## config.mk

```make
export PLATFORM = sky130hd
export DESIGN_NAME = lru_move_to_front_buffer_top
export DESIGN_NICKNAME = d
export VERILOG_FILES = /design/src/hw/rtl/lmtf_pkg.sv /design/src/hw/rtl/lmtf_ctrl.sv /design/src/hw/rtl/lmtf_datapath.sv /design/src/hw/rtl/lru_move_to_front_buffer_top.sv
export SDC_FILE = /design/constraint.sdc
export NUM_CORES = 2
export LEC_CHECK = 0
export ABC_CLOCK_PERIOD_IN_PS = 14900
export BUFFER_PORTS_ARGS = -buffer_cell sky130_fd_sc_hd__buf_2
export CAP_MARGIN = 10
export CORE_ASPECT_RATIO = 0.8
export CORE_MARGIN = 1.5
export CORE_UTILIZATION = 46
export DETAILED_ROUTE_END_ITERATION = 8
export GPL_TIMING_DRIVEN = 0
export SLEW_MARGIN = 20
export SYNTH_ARGS = -nofsm -noshare
export SYNTH_HDL_FRONTEND = slang
export SYNTH_SLANG_ARGS = --single-unit
```

## constraint.sdc

```tcl
create_clock -name clk -period 14.9 [get_ports clk]
set_input_delay 0.745 -clock clk [delete_from_list [all_inputs] [get_ports clk]]
set_output_delay 0.745 -clock clk [all_outputs]
set_load 0.05 [all_outputs]
```

## src/hw/rtl/lmtf_pkg.sv

```systemverilog
// lmtf_pkg: shared sizes, command struct and helpers for the move-to-front buffer
// used by lmtf_ctrl, lmtf_datapath and lru_move_to_front_buffer_top
package lmtf_pkg;

  localparam int DEPTH    = 16;
  localparam int KEY_BITS = 64;

  // fixed field widths
  localparam int KEY_W  = 64;
  localparam int CAP_W  = 5;
  localparam int OCC_W  = 5;
  localparam int MISS_W = 32;

  // count holds 0..DEPTH
  localparam int CNT_BITS = $clog2(DEPTH + 1);

  localparam logic [CAP_W-1:0]  CAP_RESET = CAP_W'(4);
  localparam logic [MISS_W-1:0] MISS_MAX  = '1;

  typedef struct packed {
    logic load_key;
    logic compare;
    logic update;
  } lmtf_cmd_t;

  typedef enum logic [3:0] {
    S_IDLE = 4'b0001,
    S_CMP  = 4'b0010,
    S_UPD  = 4'b0100,
    S_OUT  = 4'b1000
  } lmtf_state_t;

  // zero reads as one, anything above the depth saturates
  function automatic logic [CNT_BITS-1:0] eff_cap(input logic [CAP_W-1:0] c);
    logic [CNT_BITS-1:0] r;
    if (c == '0) begin
      r = CNT_BITS'(1);
    end else if (int'(c) > DEPTH) begin
      r = CNT_BITS'(DEPTH);
    end else begin
      r = CNT_BITS'(c);
    end
    return r;
  endfunction

endpackage

```

## src/hw/rtl/lmtf_ctrl.sv

```systemverilog
// lmtf_ctrl: one-hot sequencer for the move-to-front buffer
// depends on lmtf_pkg; drives datapath commands and the channel handshakes
module lmtf_ctrl
  import lmtf_pkg::*;
(
  input  logic      clk,
  input  logic      rst,
  input  logic      in_valid,
  output logic      in_stall,
  output logic      out_valid,
  input  logic      out_stall,
  output lmtf_cmd_t cmd
);

  lmtf_state_t state, state_next;

  always_comb begin
    state_next = state;
    unique case (state)
      S_IDLE: begin
        if (in_valid) state_next = S_CMP;
      end
      S_CMP: state_next = S_UPD;
      S_UPD: state_next = S_OUT;
      S_OUT: begin
        if (!out_stall) state_next = S_IDLE;
      end
      default: state_next = S_IDLE;
    endcase
  end

  always_ff @(posedge clk) begin
    if (rst) begin
      state <= S_IDLE;
    end else begin
      state <= state_next;
    end
  end

  assign in_stall     = (state != S_IDLE);
  assign out_valid    = (state == S_OUT);
  assign cmd.load_key = (state == S_IDLE) && in_valid;
  assign cmd.compare  = (state == S_CMP);
  assign cmd.update   = (state == S_UPD);

  a_out_blocks_in: assert property (@(posedge clk) disable iff (rst)
    out_valid |-> in_stall)
    else $error("input taken while a result is pending");

  a_cmp_then_upd: assert property (@(posedge clk) disable iff (rst)
    cmd.compare |=> cmd.update)
    else $error("compare not followed by update");

  a_accept_starts: assert property (@(posedge clk) disable iff (rst)
    cmd.load_key |=> cmd.compare)
    else $error("accepted beat did not start a compare");

endmodule

```

## src/hw/rtl/lmtf_datapath.sv

```systemverilog
// lmtf_datapath: key shift line, parallel compare, counters and capacity register
// depends on lmtf_pkg; sequenced by lmtf_ctrl through lmtf_cmd_t
module lmtf_datapath
  import lmtf_pkg::*;
(
  input  logic              clk,
  input  logic              rst,
  input  lmtf_cmd_t         cmd,
  input  logic [KEY_W-1:0]  key,
  input  logic              cfg_wr_en,
  input  logic [CAP_W-1:0]  cfg_wr_data,
  output logic              hit,
  output logic [MISS_W-1:0] miss_total,
  output logic [OCC_W-1:0]  occupancy
);

  logic [KEY_BITS-1:0] entry_keys [DEPTH];
  logic [KEY_BITS-1:0] key_reg;
  logic [CNT_BITS-1:0] count;
  logic [CNT_BITS-1:0] cap;
  logic [MISS_W-1:0]   miss_cnt;
  logic                hit_r;
  logic [DEPTH-1:0]    shift_r;
  logic [DEPTH-1:0]    match;
  logic [DEPTH-1:0]    shift_c;
  logic [CNT_BITS-1:0] count_next;

  // valid entries hold distinct keys, so at most one match
  always_comb begin
    for (int i = 0; i < DEPTH; i++) begin
      match[i] = (i < int'(count)) && (entry_keys[i] == key_reg);
    end
  end

  // on a hit only the entries up to the matching one move back
  always_comb begin
    for (int i = 0; i < DEPTH; i++) begin
      shift_c[i] = !(|match) || (|(match >> i));
    end
  end

  always_comb begin
    if (hit_r) begin
      count_next = count;
    end else if (count >= cap) begin
      count_next = cap;
    end else begin
      count_next = count + CNT_BITS'(1);
    end
  end

  always_ff @(posedge clk) begin
    if (cmd.load_key) key_reg <= key[KEY_BITS-1:0];
    if (cmd.compare) begin
      hit_r   <= |match;
      shift_r <= shift_c;
    end
    if (cmd.update) begin
      entry_keys[0] <= key_reg;
      for (int i = 1; i < DEPTH; i++) begin
        if (shift_r[i]) entry_keys[i] <= entry_keys[i-1];
      end
    end
  end

  always_ff @(posedge clk) begin
    if (rst) begin
      count    <= '0;
      miss_cnt <= '0;
      cap      <= eff_cap(CAP_RESET);
    end else begin
      if (cfg_wr_en) cap <= eff_cap(cfg_wr_data);
      if (cmd.update) begin
        count <= count_next;
        if (!hit_r && miss_cnt != MISS_MAX) miss_cnt <= miss_cnt + MISS_W'(1);
      end
    end
  end

  assign hit        = hit_r;
  assign miss_total = miss_cnt;
  assign occupancy  = OCC_W'(count);

  a_unique_match: assert property (@(posedge clk) disable iff (rst)
    $onehot0(match))
    else $error("key found at more than one position");

  a_hit_keeps_count: assert property (@(posedge clk) disable iff (rst)
    cmd.update && hit_r |=> count == $past(count) && miss_cnt == $past(miss_cnt))
    else $error("hit changed occupancy or miss count");

  a_miss_counts: assert property (@(posedge clk) disable iff (rst)
    cmd.update && !hit_r |=>
      (miss_cnt == $past(miss_cnt) + MISS_W'(1)) || ($past(miss_cnt) == MISS_MAX))
    else $error("miss not counted");

  a_count_bound: assert property (@(posedge clk) disable iff (rst)
    int'(count) <= DEPTH)
    else $error("occupancy beyond depth");

endmodule

```

## src/hw/rtl/lru_move_to_front_buffer_top.sv

```systemverilog
// an accepted key goes through compare, shift and present steps before its result
// is shown; the sequencer handles one key at a time and stalls input until the
// result is taken
// reset: synchronous active-high rst empties the buffer, clears the miss count
// and sets capacity to 4; no clearing pass, the block is ready right after reset
// lru_move_to_front_buffer_top: joins lmtf_ctrl and lmtf_datapath, uses lmtf_pkg
module lru_move_to_front_buffer_top
  import lmtf_pkg::*;
(
  input  logic              clk,
  input  logic              rst,
  input  logic              in_valid,
  output logic              in_stall,
  input  logic [KEY_W-1:0]  key,
  output logic              out_valid,
  input  logic              out_stall,
  output logic              hit,
  output logic [MISS_W-1:0] miss_total,
  output logic [OCC_W-1:0]  occupancy,
  input  logic              cfg_wr_en,
  input  logic [CAP_W-1:0]  cfg_wr_data
);

  lmtf_cmd_t cmd;

  lmtf_ctrl u_ctrl (
    .clk       (clk),
    .rst       (rst),
    .in_valid  (in_valid),
    .in_stall  (in_stall),
    .out_valid (out_valid),
    .out_stall (out_stall),
    .cmd       (cmd)
  );

  lmtf_datapath u_datapath (
    .clk         (clk),
    .rst         (rst),
    .cmd         (cmd),
    .key         (key),
    .cfg_wr_en   (cfg_wr_en),
    .cfg_wr_data (cfg_wr_data),
    .hit         (hit),
    .miss_total  (miss_total),
    .occupancy   (occupancy)
  );

endmodule
```

==> metrics.md <==
| Metric | Value |
|---|---|
| Max FFs per register | `between 1000 and 1500` |
| Initial core utilization | `a little under half` |
| Initial antenna violation count | `10` |
| DRT iter0 DRCs | `5606` |
| Dominant synthesized flop cell | `edfxtp_1` |
| Fmax | `211 MHz` |
| Slew @ Worst Pin | `1.20 ns` |
| Setup TNS | `0 ns` |
| Crit path launch type | `register` |
| Result of the run | `completed` |
| Post-layout nets | `between 3000 and 4000` |
| Synth Instances | `2986` |
| I/O pin count | `approximately 110` |
| Worst reg-to-reg path cell count | `10` |
| Die width | `364 um` |
| Final setup fails | `0` |
| Share of layout cells above drive strength 1 | `13.9%` |
| Hold path start | `key[13]` |
| Placed cells | `4507` |
| Critical path arrival | `5.21 ns` |
| Vias per cell | `6.16` |
| Pwr/cell area | `129 mW/mm2` |
| Total grt overflow | `0` |
| ANT nets after route | `0` |
| Pin count of the biggest net entering global routing | `55` |
| Critical path class | `register to register` |
| Worst R2R Setup Slack | `10.16 ns` |
| Initial DRT Pass Iterations | `7` |
| Final hold violation count | `0` |
| CP max FO | `10` |
| Routed len/inst | `38.4 um` |
| First-pass GRT wire length | `240000 um` |
| Vias in the first global route | `27400` |
| Root buffer cell | `clkbuf_16` |
| RSZ-0062 raised after global routing | `no` |
| # clock sinks | `1150` |
| RR Endpoint | `u_datapath.shift_r[13]` |
| Part of the cycle the worst path needs | `between 30% and 40%` |
| H-tree depth | `3` |
| Fill cell count | `around 8400` |
| Site Rows | `around 110` |
| Num CTS Buffers | `~110` |
| Worst path cell trace | `buf_2 -> buf_2 -> xnor2_1 -> nand4_1 -> nor4_1 -> nand4_1 -> o22ai_1 -> a41oi_1 -> nand4_2 -> nand3b_1` |
| Fin. max-slew vios | `0` |
| Insertion delay to the later sink of the worst-skew pair | `0.75 ns` |
| CORE AREA | `just over 0.1 mm2` |
| Hold Path Depth | `1` |
| Yosys warning count | `0` |
| Die area | `0.106 mm2` |
| Mapped Nets | `3067` |
| Max-cap violations | `0` |
| Die Height | `292 um` |
| Hold Path Class | `input port to register` |
| WP buf/inv | `2` |
| Non-filler cells, final | `4721` |
| FFs w/ async S/R, synth | `0%` |
| Mapped Avg Cell Area | `16.0 um2` |
| GRT Total Usage | `about 34%` |
| CTS clk-pin slew, worst paths | `roughly 0.070 ns` |
| Mapped Area | `around 0.048 mm2` |
| Largest stage delay, worst path | `between 0.9 and 1 ns` |
| Register bit count reported by yosys | `1150` |
| Final Wtd Congestion | `1.01` |
| RR Startpoint | `u_datapath.key_reg[17]` |
| Setup Buffers After CTS | `0` |
| # resized after CTS | `0` |
| Clk buf depth | `3` |
| Final core occ | `52.9%` |
| Port Buffers | `112` |
| Area share of the largest cell type after synthesis | `69.3%` |
| Worst VDD drop | `0.101 mV` |
| CP max stage cell | `nor4_1` |
| CP delay by family, top | `simple AND/OR/NAND/NOR gates` |
| Largest area contributor in the netlist | `edfxtp_1` |
| Clk_skew | `0.0495 ns` |
| Worst rel slew slack | `19.7%` |
| P&R area growth vs syn | `13.6%` |
| Seq/Total Area, Yosys | `71.2%` |
| Hold_ws | `0.168 ns` |
| HPWL Detailed | `137000 um` |
| Minimum clock period | `between 4 and 5 ns` |
| Synth area leaders | `edfxtp_1, xnor2_1, xor2_1` |
| Number of synthesized flops with an enable pin | `roughly 1100` |
| Hold buffer count at cts | `0` |
| Critical path endpoint category | `register` |
| Post-route DRC | `0` |
| Lkg Pwr | `between 15 and 20 nW` |
| Hold EP | `u_datapath.key_reg[13]` |
| Crit path required time | `15.37 ns` |
| CTS tree | `built` |
| Distinct cells, synth | `71` |
| Total number of vias | `between 20000 and 30000` |
| Routed WL | `181000 um` |
-- cell families (layout without fill, tap and decap cells) --
family / Yosys count / count (layout) / synth area share [%]
flops: 1150 / 1150 / 71.2
simple gates: 524 / 524 / 6.55
other cells: 0 / 5 / 0
xor+xnor: 997 / 997 / 18.3
buf+inv: 190 / 529 / 2.00
fa+ha+maj: 7 / 7 / 0.183
mux: 5 / 5 / 0.107
compound gates: 113 / 113 / 1.71
-- final cells by class --
| type | instances | area, um2 | share of cell area (%) |
|---|---|---|---|
| Antenna cell | 5 | 12.5 | 0.0230 |
| Buffer | 142 | 782 | 1.44 |
| Clock buffer | 132 | 2920 | 5.37 |
| Clock inverter | 77 | 779 | 1.43 |
| Inverter | 48 | 180 | 0.331 |
| Multi-Input combinational cell | 1646 | 12900 | 23.7 |
| Sequential cell | 1150 | 34100 | 62.7 |
| Tap cell | 1391 | 1740 | 3.20 |
| Timing Repair Buffer | 130 | 1000 | 1.85 |
-- stage by stage --
stage | setup WS [ns] | instance area, um2 | total power, mW
finish | 10.16 | 54400 | 7.01
detailed placement | 10.47 | 50700 | 4.12
global route | 10.23 | 54400 | 7.14
global placement | 6.79 | 50200 | 4.11
CTS | 10.43 | 54400 | 6.99
floorplan | 10.10 | 47900 | 3.88
-- layout by cell type (no fill, tap or decap), drive strengths merged, types with 46 or more instances in the layout --
cell type     n
buf         262
clkinv       59
nor2         49
inv          50
xnor2       608
nor4        127
edfxtp     1104
dfxtp        46
clkbuf      142
xor2        389
nand4       177
-- report_power, final --
part / total, mW / switching (mW) / internal [mW]
registers: 3.54 / 0.0175 / 3.52
logic: 0.529 / 0.374 / 0.155
clock network: 2.94 / 1.30 / 1.64
total: 7.01 / 1.69 / 5.32
-- layer usage --
| layer | GRT usage [%] | up-vias | share of wire [%] |
|---|---|---|---|
| li1 | - | 11500 | - |
| met2 | 44.7 | 2276 | 39 |
| met4 | 10.5 | 8 | 3.4 |
| met5 | 0 | - | 0.049 |
| met1 | 50.8 | 15000 | 41 |
| met3 | 14.4 | 288 | 16 |
-- cells in the mapped netlist (9+ instances only) --
master       n
xnor2_1    607
nor2_1      49
edfxtp_1  1104
or3_1       13
nor4_1     126
and2_1      21
nand2b_1    22
nor3_1      21
clkbuf_1    10
a21oi_1     20
xor2_1     389
nand3_1     29
dfxtp_1     46
buf_2      115
a22oi_1      9
inv_1       46
nand4_1    176
o22ai_1     14
o21ai_0     15
nand2_1     27
-- worst max-delay path by stage --
| stage | to | slack, ns | cells past startpoint | start |
|---|---|---|---|---|
| finish | u_datapath.shift_r[13] | 10.16 | 10 | u_datapath.key_reg[17] |
| global route | u_datapath.shift_r[13] | 10.23 | 9 | u_datapath.key_reg[8] |
| CTS | u_datapath.shift_r[13] | 10.43 | 10 | u_datapath.key_reg[27] |
| global placement | u_datapath.entry_keys[1][358] | 6.79 | 3 | u_ctrl.state[3] |
| detailed placement | u_datapath.shift_r[13] | 10.47 | 10 | u_datapath.key_reg[27] |
| floorplan | u_datapath.entry_keys[0][448] | 10.10 | 3 | u_ctrl.state[3] |
Power figures use the tool's default switching activity.
